File: src/rtl/core/assert_macros.svh
// Assertion macros of the modular inverse unit, used by its top level.
`ifndef ASSERT_MACROS_SVH
`define ASSERT_MACROS_SVH

// Same-cycle implication, disabled while reset is asserted.
`define CHK_IMPL(name, clk, rstn, ante, cons) \
    name: assert property (@(posedge clk) disable iff (!rstn) (ante) |-> (cons)) \
        else $error("assertion failed");

// Next-cycle implication, disabled while reset is asserted.
`define CHK_NEXT(name, clk, rstn, ante, cons) \
    name: assert property (@(posedge clk) disable iff (!rstn) (ante) |=> (cons)) \
        else $error("assertion failed");

`endif

File: src/rtl/core/mi_pkg.sv
// Shared command and status types of the modular inverse unit.
`default_nettype none

package mi_pkg;

    // Commands from the controller to the datapath; at most one is high per cycle.
    typedef struct packed {
        logic load;      // take a new operand pair
        logic start;     // prepare the divider for one Euclid round
        logic div_step;  // one restoring division step with product accumulation
        logic acc_step;  // last product accumulation step of a round
        logic update;    // shift remainders and cofactors along
        logic finish;    // normalise the cofactor and capture the result
    } mi_cmd_t;

    // Status from the datapath to the controller.
    typedef struct packed {
        logic r1_zero;   // current divisor is zero, Euclid has ended
    } mi_stat_t;

endpackage

`default_nettype wire

File: src/rtl/core/mi_datapath.sv
// Datapath: remainder and cofactor registers, shift-subtract divider, result register.
`default_nettype none

module mi_datapath #(
    parameter int WORD_BITS = 32
) (
    input  wire logic                 clk,
    input  wire mi_pkg::mi_cmd_t      cmd,
    output mi_pkg::mi_stat_t          stat,
    input  wire logic [WORD_BITS-1:0] in_value,
    input  wire logic [WORD_BITS-1:0] in_modulus,
    output logic      [WORD_BITS-1:0] inverse,
    output logic                      no_inverse
);
    import mi_pkg::*;

    // Signed cofactors need two bits beyond the word: products stay within twice the modulus.
    localparam int SW = WORD_BITS + 2;

    logic [WORD_BITS-1:0]    r0_reg, r0_next;
    logic [WORD_BITS-1:0]    r1_reg, r1_next;
    logic [WORD_BITS-1:0]    m_reg, m_next;
    logic                    mzero_reg, mzero_next;
    logic signed [SW-1:0]    t0_reg, t0_next;
    logic signed [SW-1:0]    t1_reg, t1_next;
    logic signed [SW-1:0]    acc_reg, acc_next;
    logic [WORD_BITS-1:0]    rem_reg, rem_next;
    logic [WORD_BITS-1:0]    dq_reg, dq_next;
    logic                    qbit_reg, qbit_next;
    logic [WORD_BITS-1:0]    inv_reg, inv_next;
    logic                    flag_reg, flag_next;

    logic [WORD_BITS:0]      shifted;
    logic [WORD_BITS+1:0]    diff;
    logic                    ge;
    logic signed [SW-1:0]    acc_upd;
    logic signed [SW-1:0]    t_norm;
    logic                    flag_now;

    // Divider trial subtraction: shift in the next dividend bit and compare with the divisor.
    assign shifted = {rem_reg, dq_reg[WORD_BITS-1]};
    assign diff    = {1'b0, shifted} - {2'b00, r1_reg};
    assign ge      = ~diff[WORD_BITS+1];

    // Product q*t1 is built MSB first from the registered quotient bit of the previous divider step.
    assign acc_upd = $signed({acc_reg[SW-2:0], 1'b0}) + (qbit_reg ? t1_reg : SW'(0));

    // Final normalisation of the cofactor into 0..modulus-1.
    assign t_norm   = t0_reg[SW-1] ? (t0_reg + $signed({2'b00, m_reg})) : t0_reg;
    assign flag_now = mzero_reg || (r0_reg != WORD_BITS'(1));

    always_comb
    begin
        r0_next    = r0_reg;
        r1_next    = r1_reg;
        m_next     = m_reg;
        mzero_next = mzero_reg;
        t0_next    = t0_reg;
        t1_next    = t1_reg;
        acc_next   = acc_reg;
        rem_next   = rem_reg;
        dq_next    = dq_reg;
        qbit_next  = qbit_reg;
        inv_next   = inv_reg;
        flag_next  = flag_reg;
        if (cmd.load)
        begin
            // The first round from (value, modulus) reduces the value modulo the modulus.
            r0_next    = in_value;
            r1_next    = in_modulus;
            m_next     = in_modulus;
            mzero_next = (in_modulus == '0);
            t0_next    = SW'(1);
            t1_next    = '0;
        end
        if (cmd.start)
        begin
            rem_next  = '0;
            dq_next   = r0_reg;
            acc_next  = '0;
            qbit_next = 1'b0;
        end
        if (cmd.div_step)
        begin
            rem_next  = ge ? diff[WORD_BITS-1:0] : shifted[WORD_BITS-1:0];
            dq_next   = {dq_reg[WORD_BITS-2:0], ge};
            qbit_next = ge;
            acc_next  = acc_upd;
        end
        if (cmd.acc_step)
        begin
            acc_next  = acc_upd;
            qbit_next = 1'b0;
        end
        if (cmd.update)
        begin
            r0_next = r1_reg;
            r1_next = rem_reg;
            t0_next = t1_reg;
            t1_next = t0_reg - acc_reg;
        end
        if (cmd.finish)
        begin
            flag_next = flag_now;
            inv_next  = flag_now ? '0 : t_norm[WORD_BITS-1:0];
        end
    end

    // Payload registers carry no reset.
    always_ff @(posedge clk)
    begin
        r0_reg    <= r0_next;
        r1_reg    <= r1_next;
        m_reg     <= m_next;
        mzero_reg <= mzero_next;
        t0_reg    <= t0_next;
        t1_reg    <= t1_next;
        acc_reg   <= acc_next;
        rem_reg   <= rem_next;
        dq_reg    <= dq_next;
        qbit_reg  <= qbit_next;
        inv_reg   <= inv_next;
        flag_reg  <= flag_next;
    end

    assign stat.r1_zero = (r1_reg == '0);
    assign inverse      = inv_reg;
    assign no_inverse   = flag_reg;

endmodule

`default_nettype wire

File: src/rtl/core/mi_controller.sv
// Controller: sequences Euclid rounds and owns the input and output handshakes.
`default_nettype none

module mi_controller #(
    parameter int WORD_BITS = 32
) (
    input  wire logic             clk,
    input  wire logic             rst_n,
    input  wire logic             in_valid,
    output logic                  in_ready,
    output logic                  out_valid,
    input  wire logic             out_ready,
    output mi_pkg::mi_cmd_t       cmd,
    input  wire mi_pkg::mi_stat_t stat
);
    import mi_pkg::*;

    localparam int CW = $clog2(WORD_BITS);

    localparam logic [2:0] ST_IDLE  = 3'd0;
    localparam logic [2:0] ST_CHECK = 3'd1;
    localparam logic [2:0] ST_DIV   = 3'd2;
    localparam logic [2:0] ST_ACCF  = 3'd3;
    localparam logic [2:0] ST_UPD   = 3'd4;
    localparam logic [2:0] ST_DONE  = 3'd5;

    logic [2:0]    state_reg, state_next;
    logic [CW-1:0] cnt_reg, cnt_next;
    logic          out_valid_reg, out_valid_next;
    logic          out_free;

    // The result register may be refilled once its beat has gone or is going now.
    assign out_free = ~out_valid_reg | out_ready;

    always_comb
    begin
        state_next = state_reg;
        cnt_next   = cnt_reg;
        cmd        = '0;
        case (state_reg)
            ST_IDLE:
            begin
                if (in_valid)
                begin
                    cmd.load   = 1'b1;
                    state_next = ST_CHECK;
                end
            end
            ST_CHECK:
            begin
                if (stat.r1_zero)
                begin
                    state_next = ST_DONE;
                end
                else
                begin
                    cmd.start  = 1'b1;
                    cnt_next   = '0;
                    state_next = ST_DIV;
                end
            end
            ST_DIV:
            begin
                cmd.div_step = 1'b1;
                cnt_next     = cnt_reg + CW'(1);
                if (cnt_reg == CW'(WORD_BITS - 1))
                begin
                    state_next = ST_ACCF;
                end
            end
            ST_ACCF:
            begin
                cmd.acc_step = 1'b1;
                state_next   = ST_UPD;
            end
            ST_UPD:
            begin
                cmd.update = 1'b1;
                state_next = ST_CHECK;
            end
            ST_DONE:
            begin
                if (out_free)
                begin
                    cmd.finish = 1'b1;
                    state_next = ST_IDLE;
                end
            end
            default:
            begin
                state_next = ST_IDLE;
            end
        endcase
    end

    // Output valid rises with a captured result and falls when its beat is taken.
    always_comb
    begin
        out_valid_next = out_valid_reg;
        if (cmd.finish)
        begin
            out_valid_next = 1'b1;
        end
        else if (out_ready)
        begin
            out_valid_next = 1'b0;
        end
    end

    always_ff @(posedge clk or negedge rst_n)
    begin
        if (!rst_n)
        begin
            state_reg     <= ST_IDLE;
            cnt_reg       <= '0;
            out_valid_reg <= 1'b0;
        end
        else
        begin
            state_reg     <= state_next;
            cnt_reg       <= cnt_next;
            out_valid_reg <= out_valid_next;
        end
    end

    assign in_ready  = (state_reg == ST_IDLE);
    assign out_valid = out_valid_reg;

endmodule

`default_nettype wire

File: src/rtl/core/modular_inverse_unit.sv
// Top level of the modular inverse unit: extended Euclid with a shift-subtract divider.
//
//  Channel   Direction  Beat contents
//  s_*       in         tdata: value, modulus (low bits first), zero padded to bytes
//  m_*       out        tdata: inverse, zero padded to bytes; tuser: no_inverse
//
// An item runs through R Euclid rounds, including the initial reduction of the value
// (R is at most about 47 for 32-bit words). Each round is one quotient bit per cycle
// in the divider.
// Reset clears the controller and the output valid; no clearing pass is needed.
// A new item is taken as soon as the previous one has been moved to the output
// register, which holds its beat until m_tready; the next result waits for it.
`default_nettype none

module modular_inverse_unit #(
    parameter int WORD_BITS = 32
) (
    input  wire logic                                  clk,
    input  wire logic                                  rst_n,
    input  wire logic                                  s_tvalid,
    output logic                                       s_tready,
    // value [WORD_BITS-1:0], modulus [2*WORD_BITS-1:WORD_BITS], zero padding above
    input  wire logic [((2*WORD_BITS+7)/8)*8-1:0]      s_tdata,
    output logic                                       m_tvalid,
    input  wire logic                                  m_tready,
    // inverse [WORD_BITS-1:0], zero padding above
    output logic      [((WORD_BITS+7)/8)*8-1:0]        m_tdata,
    // no_inverse [0]
    output logic                                       m_tuser
);
    import mi_pkg::*;

    localparam int OUT_W = ((WORD_BITS + 7) / 8) * 8;

    mi_cmd_t              cmd;
    mi_stat_t             stat;
    logic [WORD_BITS-1:0] inverse;
    logic                 no_inverse;

    // Sequencing of the Euclid rounds.
    mi_controller #(
        .WORD_BITS (WORD_BITS)
    ) u_ctrl (
        .clk       (clk),
        .rst_n     (rst_n),
        .in_valid  (s_tvalid),
        .in_ready  (s_tready),
        .out_valid (m_tvalid),
        .out_ready (m_tready),
        .cmd       (cmd),
        .stat      (stat)
    );

    // Remainders, cofactors and the divider.
    mi_datapath #(
        .WORD_BITS (WORD_BITS)
    ) u_dp (
        .clk        (clk),
        .cmd        (cmd),
        .stat       (stat),
        .in_value   (s_tdata[WORD_BITS-1:0]),
        .in_modulus (s_tdata[2*WORD_BITS-1:WORD_BITS]),
        .inverse    (inverse),
        .no_inverse (no_inverse)
    );

    assign m_tdata = OUT_W'(inverse);
    assign m_tuser = no_inverse;

    // Checks on the sequencing and on the result.
`include "assert_macros.svh"

    `CHK_IMPL(a_cmd_onehot, clk, rst_n, 1'b1, $onehot0(cmd))
    `CHK_NEXT(a_busy_after_accept, clk, rst_n, s_tvalid && s_tready, !s_tready)
    `CHK_IMPL(a_flag_zero_inverse, clk, rst_n, m_tvalid && m_tuser, inverse == '0)

endmodule

`default_nettype wire
File: config.mk
export PLATFORM = sky130hd
export DESIGN_NAME = modular_inverse_unit
export DESIGN_NICKNAME = d
export VERILOG_FILES = /design/src/rtl/core/mi_pkg.sv /design/src/rtl/core/mi_datapath.sv /design/src/rtl/core/mi_controller.sv /design/src/rtl/core/modular_inverse_unit.sv
export VERILOG_INCLUDE_DIRS = /design/src /design/src/rtl/core
export SDC_FILE = /design/constraint.sdc
export NUM_CORES = 1
export LEC_CHECK = 0
export BUFFER_PORTS_ARGS = -buffer_cell sky130_fd_sc_hd__buf_2
export CAP_MARGIN = 20
export CORE_UTILIZATION = 30
export DETAILED_ROUTE_END_ITERATION = 10
export GPL_TIMING_DRIVEN = 0
export PLACE_DENSITY_LB_ADDON = 0.3
export SETUP_SLACK_MARGIN = 0.02
export SLEW_MARGIN = 20
export SYNTH_ARGS = -nofsm -noshare
export SYNTH_HDL_FRONTEND = slang
export SYNTH_SLANG_ARGS = --single-unit
File: constraint.sdc
create_clock -name clk -period 9.5 [get_ports clk]
set_clock_uncertainty 0.05 [all_clocks]
set_input_delay 0 -clock clk [delete_from_list [all_inputs] [get_ports clk]]
set_output_delay 0 -clock clk [all_outputs]
set_load 0.03 [all_outputs]
==> results.yml, run 1 <==
finish:
  final_nets: 2338
  area.sequential_um2: 9130
  finalNonFillerCells: 3003
  drive_above_1_share_pct: 8.60
  area_delta_synth_final_pct: 19.3
  fillers: 6267
  multiInputGateArea_um2: 9150
power:
  p_leak_nw: 9.31
  power_frac_seq_pct: 30.1
  internal_power_mw: 4.78
  combPwrFrac_pct: 52.3
  p_switching_mw: 3.63
  power_density_nw_per_um2: 373
  switching_share_pct: 43.2
  clkPwrFrac_pct: 17.6
  vdd_drop_max_mv: 0.202
detailed_routing:
  vias_per_cell: 5.11
  drt-initial-drc-count: 1337
  num_vias: 15341
  ant_nets: 0
  route.detailed.drc: 0
  routedWlPerCell_um: 18.7
  wirelength_mm: 56.2
  drtPass1Iterations: 7
floorplan:
  die_height_um: 253
  ios: 103
  start_util_pct: 30.5
  die_w_um: 253
  core_um2: 61900
  dieArea_um2: 64000
  rows: 91
synth:
  ys_seq_elements: 306
  syn_nets: 2122
  yosysTopAreaCell: "edfxtp_1"
  async_flop_share_pct: 2.94
  yosys-top-cells-area: "edfxtp_1 (47%), ha_1 (8.6%), nand2_1 (6.0%)"
  yosysWarnings: 0
  synth_top_area_share_pct: 47.0
  synth_edf_count: 296
  syn_avg_cell_area_um2: 9.85
  netlist_instances: 1920
  ys_types: 70
  yosysSeqAreaShare_pct: 48.3
  syn_area_um2: 18900
  ys.flop_type: "edfxtp_1"
clock_network:
  clkTransAtPathRegs_ns: 0.06
  cts_buffers: 38
  h-tree-depth: 2
  insertion_delay_ns: 0.57
  cts_sinks: 306
  cts_tree: "built"
  clockBufferDepth: 3
  cts-root-buf: "clkbuf_16"
sta:
  period_needed_ns: 4.39
  setup-violations-final: 0
  fmax_mhz: 228
  slew_viol_final: 0
  setup_tns_ns: 0
  rsz0062_at_grt: "no"
  finalHoldViolations: 0
  worst_slew_margin_rel_pct: 30.4
  finalCritPeriodShare_pct: 46.2
  worst_slew_pin_slew_ns: 1.04
setup_path:
  cp.required_ns: 9.75
  cp_max_fo: 10
  cp.arrival_ns: 4.64
  cp-start-kind: "flop"
  path_class: "flop to flop"
  end_kind: "flop"
global_route:
  antenna_found_initial: 1
  first_global_vias: 14852
  overflow: 0
  grt_start_max_net_pins: 54
  grt_pass1_wl_mm: 85.1
  grt_usage_pct: 17.4
hold_path:
  min_path_type: "input pin to flop"
placed_design:
  finalWeightedCongestion: 0.886
  port_buffers: 102
  dpl.cell_count: 2865
  hpwl_mm: 42.8
run_status:
  status: "finished, final reports clean"
job:
  drv_cap: 0
cells by family after synthesis:
logic type	Yosys count	share of synthesized area, %
AND/OR/NAND/NOR	735	17.7
AO/OA/AOI/OAI	436	14.6
flip-flops	306	48.3
buffers and inverters	165	3.40
adder cells (fa/ha/maj)	134	9.03
XOR/XNOR	103	4.77
multiplexers	41	2.18
what timing repair did:
action	in CTS	in global routing
hold buffers	68	0
buffers inserted	0	0
gates resized for setup	0	0
hold endpoints to repair	109	0
endpoints found under the setup margin	0	0
per-stage QoR:
| stage | power [mW] | worst slack (ns) | util [%] | hold WS (ns) | area (µm²) |
|---|---|---|---|---|---|
| global placement | 6.75 | 4.48 | 33.0 | -0.187 | 20500 |
| finish | 8.41 | 5.11 | 36.4 | 0.165 | 22600 |
| global route | 9.00 | 4.72 | 36.4 | 0.158 | 22500 |
| detailed placement | 6.86 | 5.17 | 33.3 | -0.183 | 20600 |
| CTS | 8.40 | 5.12 | 36.4 | 0.123 | 22500 |
| floorplan | 5.66 | 4.98 | - | -0.346 | 18900 |
worst paths after layout:
kind	startpoint	endpoint	slack [ns]	cells after the start
setup / recovery	u_dp.qbit_reg$_SDFFE_PP0P_	u_dp.acc_reg[33]$_DFFE_PP_	5.11	14
hold / removal	s_tdata[36]	u_dp.m_reg[4]$_DFFE_PP_	0.17	2
setup reg to reg	u_dp.qbit_reg$_SDFFE_PP0P_	u_dp.acc_reg[33]$_DFFE_PP_	5.11	14
hold reg to reg	u_ctrl.cnt_reg[2]$_DFFE_PN0P_	u_ctrl.cnt_reg[2]$_DFFE_PN0P_	0.46	1
max in group asynchronous	rst_n	u_ctrl.cnt_reg[0]$_DFFE_PN0P_	8.70	3
min in group asynchronous	rst_n	u_ctrl.out_valid$_DFFE_PN0P_	0.39	3
critical path: stages, from the launching register on:
cell and delay [ns]:
dfxtp_1 0.57, clkbuf_1 0.41, and2_1 0.21, ha_1 0.23
fa_1 0.28, a211oi_1 0.10, nor2_1 0.24, o31ai_1 0.13
a21oi_1 0.43, o21ai_0 0.30, o21ai_0 0.39, nand3_1 0.18
o221ai_1 0.26, o21ai_0 0.14, a21bo_2 0.21
routing by layer:
layer,vias up,global-route usage (%),routed length [µm]
li1,7386,-,-
met1,7394,25.1,26800
met2,482,26.4,24300
met3,79,3.06,3870
met4,0,5.44,1240
met5,-,0,0
power by group through the flow:
stage / registers (mW) / clock network [mW] / logic [mW]
global route: 2.59 / 1.55 / 4.86
detailed placement: 2.56 / 0 / 4.30
CTS: 2.54 / 1.51 / 4.36
floorplan: 2.47 / 0 / 3.20
finish: 2.53 / 1.48 / 4.40
global placement: 2.61 / 0 / 4.14
cells in the final DEF, fill, tap and decap left out, drive strengths merged, types with 4 or more instances in the layout:
| cell | netlist | final |
|---|---|---|
| a21oi | 116 | 116 |
| nor3 | 26 | 26 |
| o21bai | 10 | 10 |
| o31a | 4 | 4 |
| fa | 4 | 4 |
| o22ai | 7 | 7 |
| a41o | 4 | 4 |
| and3 | 43 | 43 |
| edfxtp | 296 | 296 |
| nor2 | 190 | 190 |
| a21o | 64 | 64 |
| nor2b | 14 | 14 |
| o21a | 12 | 12 |
| xor2 | 45 | 45 |
| nand2b | 20 | 20 |
| a211oi | 29 | 29 |
| o31ai | 8 | 8 |
| dlygate4sd3 | 0 | 68 |
| inv | 93 | 94 |
| nor4 | 24 | 24 |
| nand4 | 28 | 28 |
| bufinv | 0 | 4 |
| o21ai | 117 | 117 |
| clkbuf | 64 | 118 |
| nand2 | 301 | 301 |
| o2111ai | 5 | 5 |
| a211o | 5 | 5 |
| and2 | 45 | 45 |
| nor3b | 4 | 4 |
| buf | 8 | 116 |
| or2 | 7 | 7 |
| or3 | 4 | 4 |
| o211ai | 9 | 9 |
| mux2i | 40 | 40 |
| xnor2 | 58 | 58 |
| nand3 | 22 | 22 |
| dfrtp | 9 | 9 |
| ha | 130 | 130 |
| a31oi | 16 | 16 |
| clkinv | 0 | 5 |
cell usage after synthesis (4+ instances only):
library cell / count
and3_1: 43
mux2i_1: 40
edfxtp_1: 296
o31a_1: 4
o31ai_1: 7
xnor2_1: 58
o2111ai_1: 5
o211ai_1: 9
nand2b_1: 19
or3_1: 4
xor2_1: 45
nor3b_1: 4
nand3_1: 22
nor2_1: 190
nor3_1: 26
inv_1: 93
and2_1: 45
dfrtp_1: 9
nand2_1: 301
fa_1: 4
nor4_1: 24
a41o_1: 4
ha_1: 130
nor2b_1: 14
o22ai_1: 7
o21a_1: 12
o21bai_1: 10
a211o_1: 5
a31oi_1: 16
a211oi_1: 28
clkbuf_1: 64
or2_2: 7
buf_1: 4
a21oi_1: 115
o21ai_0: 117
a21o_1: 64
nand4_1: 28
cell type report:
class	instances	area share [%]
Multi-Input combinational cell	1449	40.6
Timing Repair Buffer	176	5.89
Clock inverter	13	0.782
Inverter	93	1.56
Tap cell	837	4.64
Buffer	72	1.30
Antenna cell	3	0.0333
Sequential cell	306	40.5
Clock buffer	54	4.71
Power figures use the tool's default switching activity.
==> run 2: changes to the inputs <==
ABC_AREA = 1   (was unset)
clock period = 4.1 ns   (was 9.5 ns; I/O delays follow)
==> run 2 against run 1 <==
Compared with the run above: synthesized cell count increased by 59%; critical path depth rose by 1; non-clock buffer count is 13 lower; routed wire length grew 26%; highest routed layer is now met5.
==> results.yml, run 2 <==
synth:
  yosys-top-cells-area: "edfxtp_1 (41%), nand2_1 (18%), inv_1 (9.0%)"
  syn_avg_cell_area_um2: 7.14
  ys_seq_elements: 306
  yosys.cell_count.top_type: "nand2_1"
  yosysTopAreaCell: "edfxtp_1"
  synth_top_area_share_pct: 40.8
  ys_types: 45
  syn_nets: 3254
  syn_area_um2: 21800
  async_flop_share_pct: 2.94
  ys.flop_type: "edfxtp_1"
  synthMuxAreaShare_pct: 0
  yosys.area_share.simple_pct: 30.8
  yosysWarnings: 0
  synth_compound_area_share_pct: 8.10
  netlist_instances: 3052
  synth_edf_count: 296
  synth_fa_ha_area_share_pct: 7.83
  ys_top_cells_by_count: "nand2_1 (1018), inv_1 (520), nor2_1 (406)"
  synthXorXnorAreaFrac_pct: 1.09
  synth_top_family_by_area: "simple AND/OR/NAND/NOR gates"
  yosysSeqAreaShare_pct: 41.9
setup_path:
  end_kind: "flop"
  path_class: "flop to flop"
  crit_path_start: "u_dp.qbit_reg$_SDFFE_PP0P_"
  r2r-end: "u_dp.acc_reg[31]$_DFFE_PP_"
  cp.arrival_ns: 3.97
  r2r-start: "u_dp.qbit_reg$_SDFFE_PP0P_"
  cp.required_ns: 4.36
  worstRegToRegCells: 15
  critPathCapture: "u_dp.acc_reg[31]$_DFFE_PP_"
  cp_max_fo: 10
  rrSetupSlack_ns: 0.39
  cp-start-kind: "flop"
clock_network:
  h-tree-depth: 2
  cts_resized: 0
  cts_sinks: 306
  insertion_delay_ns: 0.55
  cts-root-buf: "clkbuf_16"
  cts_tree: "built"
  clockBufferDepth: 3
  post-cts-setup-buffers: 0
  clkTransAtPathRegs_ns: 0.06
  cts_buffers: 40
detailed_routing:
  drt-initial-drc-count: 1854
  routedWlPerCell_um: 16.7
  wirelength_mm: 70.8
  route.detailed.drc: 0
  drtPass1Iterations: 5
  vias_per_cell: 4.65
  ant_nets: 0
  num_vias: 19775
finish:
  layout_common_cells: "nand2_1 (1016), inv_1 (519), nor2_1 (405), edfxtp_1 (296), a21oi_1 (158)"
  drive_above_1_share_pct: 6.51
  area.sequential_um2: 9130
  fin_util_pct: 35.9
  multiInputGateArea_um2: 10500
  antenna_cells: 0
  layout_commonest_cell: "nand2_1"
  fillers: 7620
  final_nets: 3475
  area_delta_synth_final_pct: 18.3
job:
  drv_cap: 0
sta:
  setup_tns_ns: 0
  worst_slew_margin_rel_pct: 38.6
  period_needed_ns: 3.71
  finalHoldViolations: 0
  setup_slack_ns: 0.388
  slew_viol_final: 0
  hold_slack_ns: 0.140
  finalCritPeriodShare_pct: 90.5
  rsz0062_at_grt: "no"
  fmax_mhz: 269
  worst_slew_pin_slew_ns: 0.921
  setup-violations-final: 0
power:
  total_power_mw: 7.32
  p_leak_nw: 12.5
  vdd_drop_max_mv: 0.280
  power_density_nw_per_um2: 284
run_status:
  status: "finished, final reports clean"
placed_design:
  port_buffers: 102
  hpwl_mm: 57.0
  dp_slack_ns: 0.444
  finalWeightedCongestion: 0.951
floorplan:
  ios: 103
  start_util_pct: 30.4
  rows: 98
  core_um2: 71700
  die_w_um: 272
  dieArea_um2: 73700
  die_height_um: 272
hold_path:
  min_path_type: "input pin to flop"
global_route:
  overflow: 0
  grt_pass1_wl_mm: 107
  grt_usage_pct: 19.0
  first_global_vias: 18515
  antenna_found_initial: 1
  grt_start_max_net_pins: 39
-- run 2: layer usage --
layer / up-vias / track usage (%) / part of all wire [%]
met1: 8895 / 27.9 / 48
met4: 2 / 5.01 / 2.4
met3: 92 / 3.23 / 6.8
met2: 591 / 28.6 / 42
met5: - / 0 / 0.018
li1: 10195 / - / -
-- run 2: how the worst min path moves through the flow --
stage | from | end | slack [ns] | cells after the start
finish | m_tready | u_ctrl.out_valid$_DFFE_PN0P_ | 0.14 | 3
global placement | rst_n | u_ctrl.out_valid$_DFFE_PN0P_ | -0.17 | 1
floorplan | rst_n | u_ctrl.cnt_reg[0]$_DFFE_PN0P_ | -0.35 | 0
CTS | m_tready | u_ctrl.out_valid$_DFFE_PN0P_ | 0.12 | 3
detailed placement | rst_n | u_ctrl.out_valid$_DFFE_PN0P_ | -0.17 | 1
global route | m_tready | u_ctrl.out_valid$_DFFE_PN0P_ | 0.14 | 3
-- run 2: cell families after synthesis --
logic type | Yosys count
and+or+nand+nor | 1669
buffers and inverters | 582
AOI/OAI and AO/OA | 334
DFF | 306
adders and majority gates | 134
xor gates and xnor gates | 27
-- run 2: critical path: stages (launching register included) --
cell      delay (ns)
dfxtp_1         0.30
clkbuf_1        0.48
clkbuf_1        0.60
nand2_1         0.10
inv_1           0.08
ha_1            0.19
fa_1            0.22
nand2_1         0.09
nand3_1         0.08
nand2_1         0.10
o21ai_0         0.43
nand3_1         0.13
nand2_1         0.22
nand2_1         0.14
a21oi_1         0.18
nor2_1          0.06
-- run 2: cell type report --
class                   instances  area share, %
well taps                     950           4.61
clock inverters                26           1.36
multi-input cells            2164           40.6
plain buffers                  56          0.980
flip-flops and latches        306           35.4
inverters                     526           7.67
repair buffers                179           5.34
clock buffers                  45           4.04
-- run 2: metrics by stage --
stage	cells	cell area [µm²]
2_1_floorplan	3052	21800
3_3_place_gp	4104	23500
3_5_place_dp	4113	23700
4_1_cts	4252	25800
5_1_grt	4252	25800
6_report	4252	25800
-- run 2: report_power, final --
| group | switching [mW] | internal (mW) |
|---|---|---|
| Clock | 1.45 | 2.33 |
| Sequential | 0.0000000000000000215 | 3.39 |
| Combinational | 0.0707 | 0.0784 |
| Total | 1.52 | 5.80 |
-- run 2: timing repair --
| item | CTS | global route |
|---|---|---|
| endpoints found under the hold margin | 112 | 0 |
| hold buffers | 68 | 0 |
| setup endpoints to repair | 0 | 0 |
